--- config.mk ---
export PLATFORM = sky130hd
export DESIGN_NAME = directory_record_lister
export DESIGN_NICKNAME = d
export VERILOG_FILES = /design/src/rtl/drl_pkg.sv /design/src/rtl/drl_step.sv /design/src/rtl/directory_record_lister.sv
export SDC_FILE = /design/constraint.sdc
export NUM_CORES = 1
export LEC_CHECK = 0
export BUFFER_PORTS_ARGS = -buffer_cell sky130_fd_sc_hd__buf_2
export CORE_UTILIZATION = 34
export CTS_BUF_LIST = sky130_fd_sc_hd__clkbuf_8
export CTS_CLUSTER_SIZE = 10
export DETAILED_ROUTE_END_ITERATION = 16
export GPL_TIMING_DRIVEN = 0
export PLACE_DENSITY = 0.58
export SLEW_MARGIN = 25
export SYNTH_ARGS = -nofsm -noshare
export SYNTH_HDL_FRONTEND = slang
export SYNTH_HIERARCHICAL = 1
export SYNTH_SLANG_ARGS = --single-unit
--- constraint.sdc ---
create_clock -name clk -period 9.6 [get_ports clk]
set_input_delay 0.48 -clock clk [delete_from_list [all_inputs] [get_ports clk]]
set_output_delay 0.48 -clock clk [all_outputs]
set_load 0.005 [all_outputs]
--- src/rtl/drl_pkg.sv ---
`timescale 1ns / 1ps

package drl_pkg;

	localparam int DIR_SIZE_W = 16;
	localparam int MAX_ROWS_W = 8;
	localparam int CFG_DATA_W = 16;

	localparam logic [0:0] REG_DIR_SIZE = 1'd0;
	localparam logic [0:0] REG_MAX_ROWS = 1'd1;

	localparam logic [DIR_SIZE_W-1:0] DIR_SIZE_RST = 16'd0;
	localparam logic [MAX_ROWS_W-1:0] MAX_ROWS_RST = 8'd255;

	localparam logic [15:0] OFS_INODE_0 = 16'd0;
	localparam logic [15:0] OFS_INODE_1 = 16'd1;
	localparam logic [15:0] OFS_INODE_2 = 16'd2;
	localparam logic [15:0] OFS_INODE_3 = 16'd3;
	localparam logic [15:0] OFS_LEN_LO  = 16'd4;
	localparam logic [15:0] OFS_LEN_HI  = 16'd5;
	localparam logic [15:0] OFS_NAME_LEN = 16'd6;
	localparam logic [15:0] OFS_TYPE    = 16'd7;
	localparam logic [15:0] OFS_NAME    = 16'd8;
	localparam logic [15:0] MIN_REC_LEN = 16'd8;

	typedef struct packed {
		logic [15:0] byte_offset;
		logic [15:0] record_start;
		logic [15:0] record_length;
		logic [31:0] inode_gather;
		logic [7:0]  name_length;
		logic [7:0]  rows_emitted;
		logic        finished;
	} state_t;

	typedef struct packed {
		logic [7:0]  row_index;
		logic [31:0] entry_inode;
		logic [7:0]  name_byte;
		logic        byte_valid;
		logic        row_end;
		logic        done_res;
		logic        ok;
	} res_t;

	localparam state_t STATE_RST = '{
		byte_offset:   16'd0,
		record_start:  16'd0,
		record_length: 16'd0,
		inode_gather:  32'd0,
		name_length:   8'd0,
		rows_emitted:  8'd0,
		finished:      1'b1
	};

endpackage

--- src/rtl/drl_step.sv ---
`timescale 1ns / 1ps

module drl_step (
	input  drl_pkg::state_t          cur,
	input  logic [7:0]               data_byte,
	input  logic                     first,
	input  logic [15:0]              dir_size,
	input  logic [7:0]               max_rows,
	output drl_pkg::state_t          nxt,
	output logic                     emit,
	output drl_pkg::res_t            res
);
	import drl_pkg::*;

	state_t      st;
	logic [15:0] rel;
	logic [15:0] rec_len_new;
	logic        last;
	logic        row_done;
	logic        advance;

	always_comb begin
		st = cur;
		if (first) begin
			st = '0;
		end
		nxt = st;
		emit = 1'b0;
		res = '0;
		advance = 1'b0;
		rel = st.byte_offset;
		rec_len_new = {data_byte, st.record_length[7:0]};
		last = ({1'b0, st.record_start} + {1'b0, st.record_length}) >= {1'b0, dir_size};
		row_done = (rel == (OFS_TYPE + {8'd0, st.name_length}));
		if (first || !cur.finished) begin
			advance = 1'b1;
			priority if (rel == OFS_INODE_0) begin
				nxt.inode_gather = {24'd0, data_byte};
				priority if (st.record_start >= dir_size) begin
					emit = 1'b1;
					res.row_index = st.rows_emitted;
					res.done_res = 1'b1;
					res.ok = 1'b1;
					nxt.finished = 1'b1;
					advance = 1'b0;
				end else if (st.rows_emitted >= max_rows) begin
					emit = 1'b1;
					res.row_index = st.rows_emitted;
					res.done_res = 1'b1;
					nxt.finished = 1'b1;
					advance = 1'b0;
				end else begin
				end
			end else if (rel == OFS_INODE_1) begin
				nxt.inode_gather[15:8] = data_byte;
			end else if (rel == OFS_INODE_2) begin
				nxt.inode_gather[23:16] = data_byte;
			end else if (rel == OFS_INODE_3) begin
				nxt.inode_gather[31:24] = data_byte;
			end else if (rel == OFS_LEN_LO) begin
				nxt.record_length = {8'd0, data_byte};
			end else if (rel == OFS_LEN_HI) begin
				nxt.record_length = rec_len_new;
				if (rec_len_new < MIN_REC_LEN) begin
					emit = 1'b1;
					res.row_index = st.rows_emitted;
					res.done_res = 1'b1;
					nxt.finished = 1'b1;
					advance = 1'b0;
				end
			end else if (rel == OFS_NAME_LEN) begin
				nxt.name_length = data_byte;
				if ((OFS_NAME + {8'd0, data_byte}) > st.record_length) begin
					emit = 1'b1;
					res.row_index = st.rows_emitted;
					res.done_res = 1'b1;
					nxt.finished = 1'b1;
					advance = 1'b0;
				end
			end else if (rel == OFS_TYPE) begin
				priority if (st.inode_gather == 32'd0) begin
					if (last) begin
						emit = 1'b1;
						res.row_index = st.rows_emitted;
						res.done_res = 1'b1;
						res.ok = 1'b1;
						nxt.finished = 1'b1;
						advance = 1'b0;
					end
				end else if (st.name_length == 8'd0) begin
					emit = 1'b1;
					res.row_index = st.rows_emitted;
					res.entry_inode = st.inode_gather;
					res.row_end = 1'b1;
					res.done_res = last;
					res.ok = last;
					nxt.rows_emitted = st.rows_emitted + 8'd1;
					if (last) begin
						nxt.finished = 1'b1;
						advance = 1'b0;
					end
				end else begin
				end
			end else begin
				if (st.inode_gather != 32'd0 &&
				    {1'b0, rel} < ({1'b0, OFS_NAME} + {9'd0, st.name_length})) begin
					emit = 1'b1;
					res.row_index = st.rows_emitted;
					res.entry_inode = st.inode_gather;
					res.name_byte = data_byte;
					res.byte_valid = 1'b1;
					res.row_end = row_done;
					res.done_res = row_done && last;
					res.ok = row_done && last;
					if (row_done) begin
						nxt.rows_emitted = st.rows_emitted + 8'd1;
					end
					if (row_done && last) begin
						nxt.finished = 1'b1;
						advance = 1'b0;
					end
				end
			end
		end
		if (advance) begin
			if (rel >= OFS_TYPE && ({1'b0, rel} + 17'd1) == {1'b0, st.record_length}) begin
				nxt.record_start = st.record_start + st.record_length;
				nxt.byte_offset = 16'd0;
			end else begin
				nxt.byte_offset = rel + 16'd1;
			end
		end
	end

endmodule

--- src/rtl/directory_record_lister.sv ---
`timescale 1ns / 1ps

// Streaming ext2 directory lister. Feed directory bytes in offset order, one
// transaction per byte, with first set on the byte at offset 0. Each live
// record gives one result per name byte (or one empty result for an empty
// name), tagged with its row number and inode; row_end marks a row's last
// result; done_res closes the listing, and ok marks a clean end. Bytes after
// the end, or without a starting first, are dropped. One byte is taken every
// cycle; each byte is held in the input register, and the per-byte field
// tracking step writes the result register once the output is free. The
// input stalls only while a result waits on a stalled output. dir_size and
// max_rows are written through cfg_we, cfg_index (0 dir_size, 1 max_rows)
// and cfg_data; the user must write them only while no byte is in flight,
// as the block itself does not enforce it.
module directory_record_lister (
	input  logic                            clk,
	input  logic                            arst_n,
	input  logic                            cfg_we,
	input  logic [0:0]                      cfg_index,
	input  logic [drl_pkg::CFG_DATA_W-1:0]  cfg_data,
	input  logic                            in_valid,
	output logic                            in_stall,
	input  logic [7:0]                      data_byte,
	input  logic                            first,
	output logic                            out_valid,
	input  logic                            out_stall,
	output logic [7:0]                      row_index,
	output logic [31:0]                     entry_inode,
	output logic [7:0]                      name_byte,
	output logic                            byte_valid,
	output logic                            row_end,
	output logic                            done_res,
	output logic                            ok
);
	import drl_pkg::*;

	logic [DIR_SIZE_W-1:0] dir_size_q;
	logic [MAX_ROWS_W-1:0] max_rows_q;
	logic                  valid_s1;
	logic [7:0]            byte_s1;
	logic                  first_s1;
	state_t                state_q;
	state_t                state_nxt;
	logic                  step_emit;
	res_t                  step_res;
	logic                  out_valid_q;
	res_t                  res_q;
	logic                  out_free;
	logic                  go;

	assign out_free = !out_valid_q || !out_stall;
	assign go = valid_s1 && out_free;
	assign in_stall = valid_s1 && !out_free;

	always_ff @(posedge clk or negedge arst_n) begin
		if (!arst_n) begin
			dir_size_q <= DIR_SIZE_RST;
			max_rows_q <= MAX_ROWS_RST;
		end else if (cfg_we) begin
			unique case (cfg_index)
				REG_DIR_SIZE: dir_size_q <= cfg_data[DIR_SIZE_W-1:0];
				REG_MAX_ROWS: max_rows_q <= cfg_data[MAX_ROWS_W-1:0];
				default: ;
			endcase
		end
	end

	always_ff @(posedge clk or negedge arst_n) begin
		if (!arst_n) begin
			valid_s1 <= 1'b0;
		end else if (!in_stall) begin
			valid_s1 <= in_valid;
		end
	end

	always_ff @(posedge clk) begin
		if (in_valid && !in_stall) begin
			byte_s1 <= data_byte;
			first_s1 <= first;
		end
	end

	drl_step u_step (
		.cur       (state_q),
		.data_byte (byte_s1),
		.first     (first_s1),
		.dir_size  (dir_size_q),
		.max_rows  (max_rows_q),
		.nxt       (state_nxt),
		.emit      (step_emit),
		.res       (step_res)
	);

	always_ff @(posedge clk or negedge arst_n) begin
		if (!arst_n) begin
			state_q <= STATE_RST;
			out_valid_q <= 1'b0;
		end else begin
			if (go) begin
				state_q <= state_nxt;
			end
			if (out_free) begin
				out_valid_q <= go && step_emit;
			end
		end
	end

	always_ff @(posedge clk) begin
		if (go && step_emit) begin
			res_q <= step_res;
		end
	end

	assign out_valid   = out_valid_q;
	assign row_index   = res_q.row_index;
	assign entry_inode = res_q.entry_inode;
	assign name_byte   = res_q.name_byte;
	assign byte_valid  = res_q.byte_valid;
	assign row_end     = res_q.row_end;
	assign done_res    = res_q.done_res;
	assign ok          = res_q.ok;

	a_done_finishes: assert property (@(posedge clk) disable iff (!arst_n)
		out_valid_q && res_q.done_res |-> state_q.finished)
		else $error("done result without finished listing");

	a_ok_needs_done: assert property (@(posedge clk) disable iff (!arst_n)
		out_valid_q && res_q.ok |-> res_q.done_res)
		else $error("ok set on a result that is not done");

	a_row_has_inode: assert property (@(posedge clk) disable iff (!arst_n)
		out_valid_q && !res_q.done_res |-> res_q.entry_inode != 32'd0)
		else $error("row result from a dead record");

	a_offset_in_record: assert property (@(posedge clk) disable iff (!arst_n)
		state_q.byte_offset >= OFS_NAME |-> state_q.byte_offset < state_q.record_length)
		else $error("byte offset past record length");

endmodule

==> run metrics <==
status completed; final instance count without filler cells 1766; clk_lat worst skew 510 ps; Post-synth top cells dfrtp_1, mux2_2, ha_1, nand2_1; post-synthesis mux area share 13.7%; input/output buffers 84; post-synthesis adder-cell area fraction 7.91%; Crit Path Category flop to flop; sequential share of power 45.1%; CTS tree built; H-tree levels 4; root buffer cell clkbuf_8; Worst setup SP type flop; EDFF count, synth 61; Worst path slowest cell clkbuf_1; post-synthesis sequential area ratio 40.2%; Post-CTS Hold Buffers 1; Synth warnings 6; simple-gate share of the synthesized area 16.0%; CTS resizes 0; layout cells sized above 1 22.5%; drt pass-1 iters 6; Setup Buffers After CTS 0; Pwr per Cell Area 161 nW/um2; post-route clock period utilization 90.2%; post-synthesis cell count 1185; total number of vias 9514; Hold Path Sink byte_s1[1]; area grow syn2layout 12.5%; total CTS buffers 17; maximum buffer depth of the clock tree 2; DP Cell Count 1733; vias in the first global route 9324; DRC violations left 0; post-DP HPWL 24900 um; Sw Ratio 36.0%; syn_nets 1291; crit path max fanout 23; Cell variety after synth 84; P_sw 0.000796 W; routed wire length 33300 um; Min-Delay Path Depth 1; Yosys top cell area share 23.3%; Die Y 192 um; xor/xnor share of the synthesized area 4.58%; crit path time final 8660 ps; worst reg2reg setup slack 940 ps; Area contributors post-synth dfrtp_1, edfxtp_1, mux2_2; Async SR Flop Fraction 66.8%; RSZ-0062 raised after global routing no; number of synthesized register bits 184; Die ar. 36700 um2; Post-synth top flop dfrtp_1; CP endpoint kind flop; # diodes 0; clk_skew 25.7 ps; cell area after synthesis 12200 um2; max incr delay on CP 690 ps; Buf/Inv on CP 8; logic gate share of total power 30.1%; Overflow after GRT 0; Core Area 35500 um2; clk slew on worst S/H paths 110 ps; min-delay worst type input port to flop; final setup violation count 0; die width 192 um; Total GRT Usage 18.9%; Layout fillers 3500; Leak 6.23 nW; antenna viol nets, final 0; Hold Path Origin data_byte[1]; Power Internal 0.00142 W; Slew HR 42.6%; Worst EP arrival 8930 ps; worst-margin pin slew 861 ps; r2r worst-path depth 31; cell taking the most area after synthesis dfrtp_1; max cap viols 0; CP delay by family, top compound AO/OA/AOI/OAI gates; total power 0.00221 W; row count 69; Fin. Hold Viols 0; initial antenna violation count 0; drt wl/cell 18.9 um; R2R Path End entry_inode[0]; Clock Power Share 24.8%; largest family of logic cells by synthesized area simple AND/OR/NAND/NOR gates; fin nets 1398; Reg-to-Reg Start first_s1; Starting DRT DRC Count 635; FMAX 115 MHz; Mean Syn Cell Area 10.3 um2; Final Wtd Congestion 0.899; IO Count 85; Vias/cell 5.39; VDD IR max 0.0000920 V; global-route wire length before repair 52800 um; largest net degree at the start of global routing 86; max-slew violations 0; Synth Area in Compound Gates 12.8%; CTS Sinks 184; top-count cell post-synth dfrtp_1; Starting Density 34.5%; Critical Path RT 9870 ps
-- logic make-up after synthesis --
logic type               count (synthesis)
XOR/XNOR                                64
flip-flops                             184
buffers and inverters                  127
multiplexers                           147
AND/OR/NAND/NOR                        358
adder cells (fa/ha/maj)                 77
AO/OA/AOI/OAI                          228
-- through the flow --
stage / utilization [%] / area (um2) / hold WS [ps] / worst slack (ps) / setup TNS, ps
after global routing: 38.8 / 13800 / 110 / 617 / 0
after floorplan: - / 12200 / 184 / 1390 / 0
after CTS: 38.7 / 13700 / 102 / 716 / 0
after detailed placement: 37.6 / 13300 / 387 / 754 / 0
final: 38.8 / 13800 / 139 / 938 / 0
after global placement: 37.3 / 13200 / 461 / -2030 / -105420
-- area by class of cell --
type / count / area (um2) / area share, %
clock buffer: 18 / 248 / 1.80
clock inverter: 14 / 163 / 1.18
multi-input combinational: 874 / 6750 / 49.1
tap: 461 / 577 / 4.19
inverter: 63 / 236 / 1.72
sequential: 184 / 4920 / 35.8
timing repair buffer: 88 / 523 / 3.80
buffer: 64 / 337 / 2.45
-- registers in the layout, summed over array words and instances, names as in the netlist, 8 cells and up --
| signal | flops |
|---|---|
| byte_s1 | 8 |
| dir_size_q | 16 |
| entry_inode | 32 |
| max_rows_q | 8 |
| name_byte | 8 |
| row_index | 8 |
| state_q | 97 |
-- placed cells by master, fill, tap and decap left out, types with 5 or more instances in the layout --
cell type / Yosys / routed
mux2i_1: 8 / 8
and2_1: 47 / 47
mux2_4: 9 / 9
dfstp_2: 9 / 9
a22o_1: 36 / 36
dfrtp_1: 114 / 114
nor3b_1: 5 / 5
buf_6: 8 / 8
edfxtp_1: 61 / 61
nand2b_1: 15 / 15
mux2_2: 100 / 100
a21o_1: 16 / 16
clkbuf_1: 30 / 30
nand4_1: 10 / 10
nand2_1: 69 / 69
ha_1: 74 / 74
nor4_1: 14 / 14
inv_1: 63 / 64
mux2_1: 30 / 30
a211oi_1: 6 / 6
o21ai_0: 54 / 54
o22ai_1: 6 / 6
nor2b_1: 51 / 51
clkbuf_8: 0 / 18
nand3_1: 31 / 31
xor2_1: 17 / 17
o21a_1: 7 / 7
buf_2: 20 / 103
o211ai_1: 5 / 5
xnor2_1: 47 / 47
nor2_1: 63 / 63
o31ai_1: 10 / 10
nor3_1: 16 / 16
a31oi_1: 8 / 8
a21oi_1: 42 / 41
and3_1: 9 / 9
-- power groups by stage --
stage / clock, W / sequential (W) / combinational, W
after floorplan: 0 / 0.000996 / 0.000443
after global placement: 0 / 0.00102 / 0.000638
after detailed placement: 0 / 0.00102 / 0.000663
after CTS: 0.000569 / 0.000999 / 0.000667
after global routing: 0.000589 / 0.00101 / 0.000737
final: 0.000549 / 0.000998 / 0.000668
-- routing by layer --
layer,wire [um],GRT usage (%),up-vias
li1,-,-,4494
met1,15000,24.5,4700
met2,15700,30.9,263
met3,1470,2.96,57
met4,1190,8.46,0
met5,0,0,-
-- worst max path at each step --
stage / from / end / slack [ps] / cells after the start
floorplan: first_s1 / byte_valid / 1390 / 27
global placement: first_s1 / entry_inode[4] / -2030 / 27
detailed placement: first_s1 / entry_inode[4] / 750 / 31
CTS: first_s1 / entry_inode[8] / 720 / 31
global route: first_s1 / entry_inode[8] / 620 / 31
finish: first_s1 / entry_inode[0] / 940 / 31
Power figures use the tool's default switching activity.
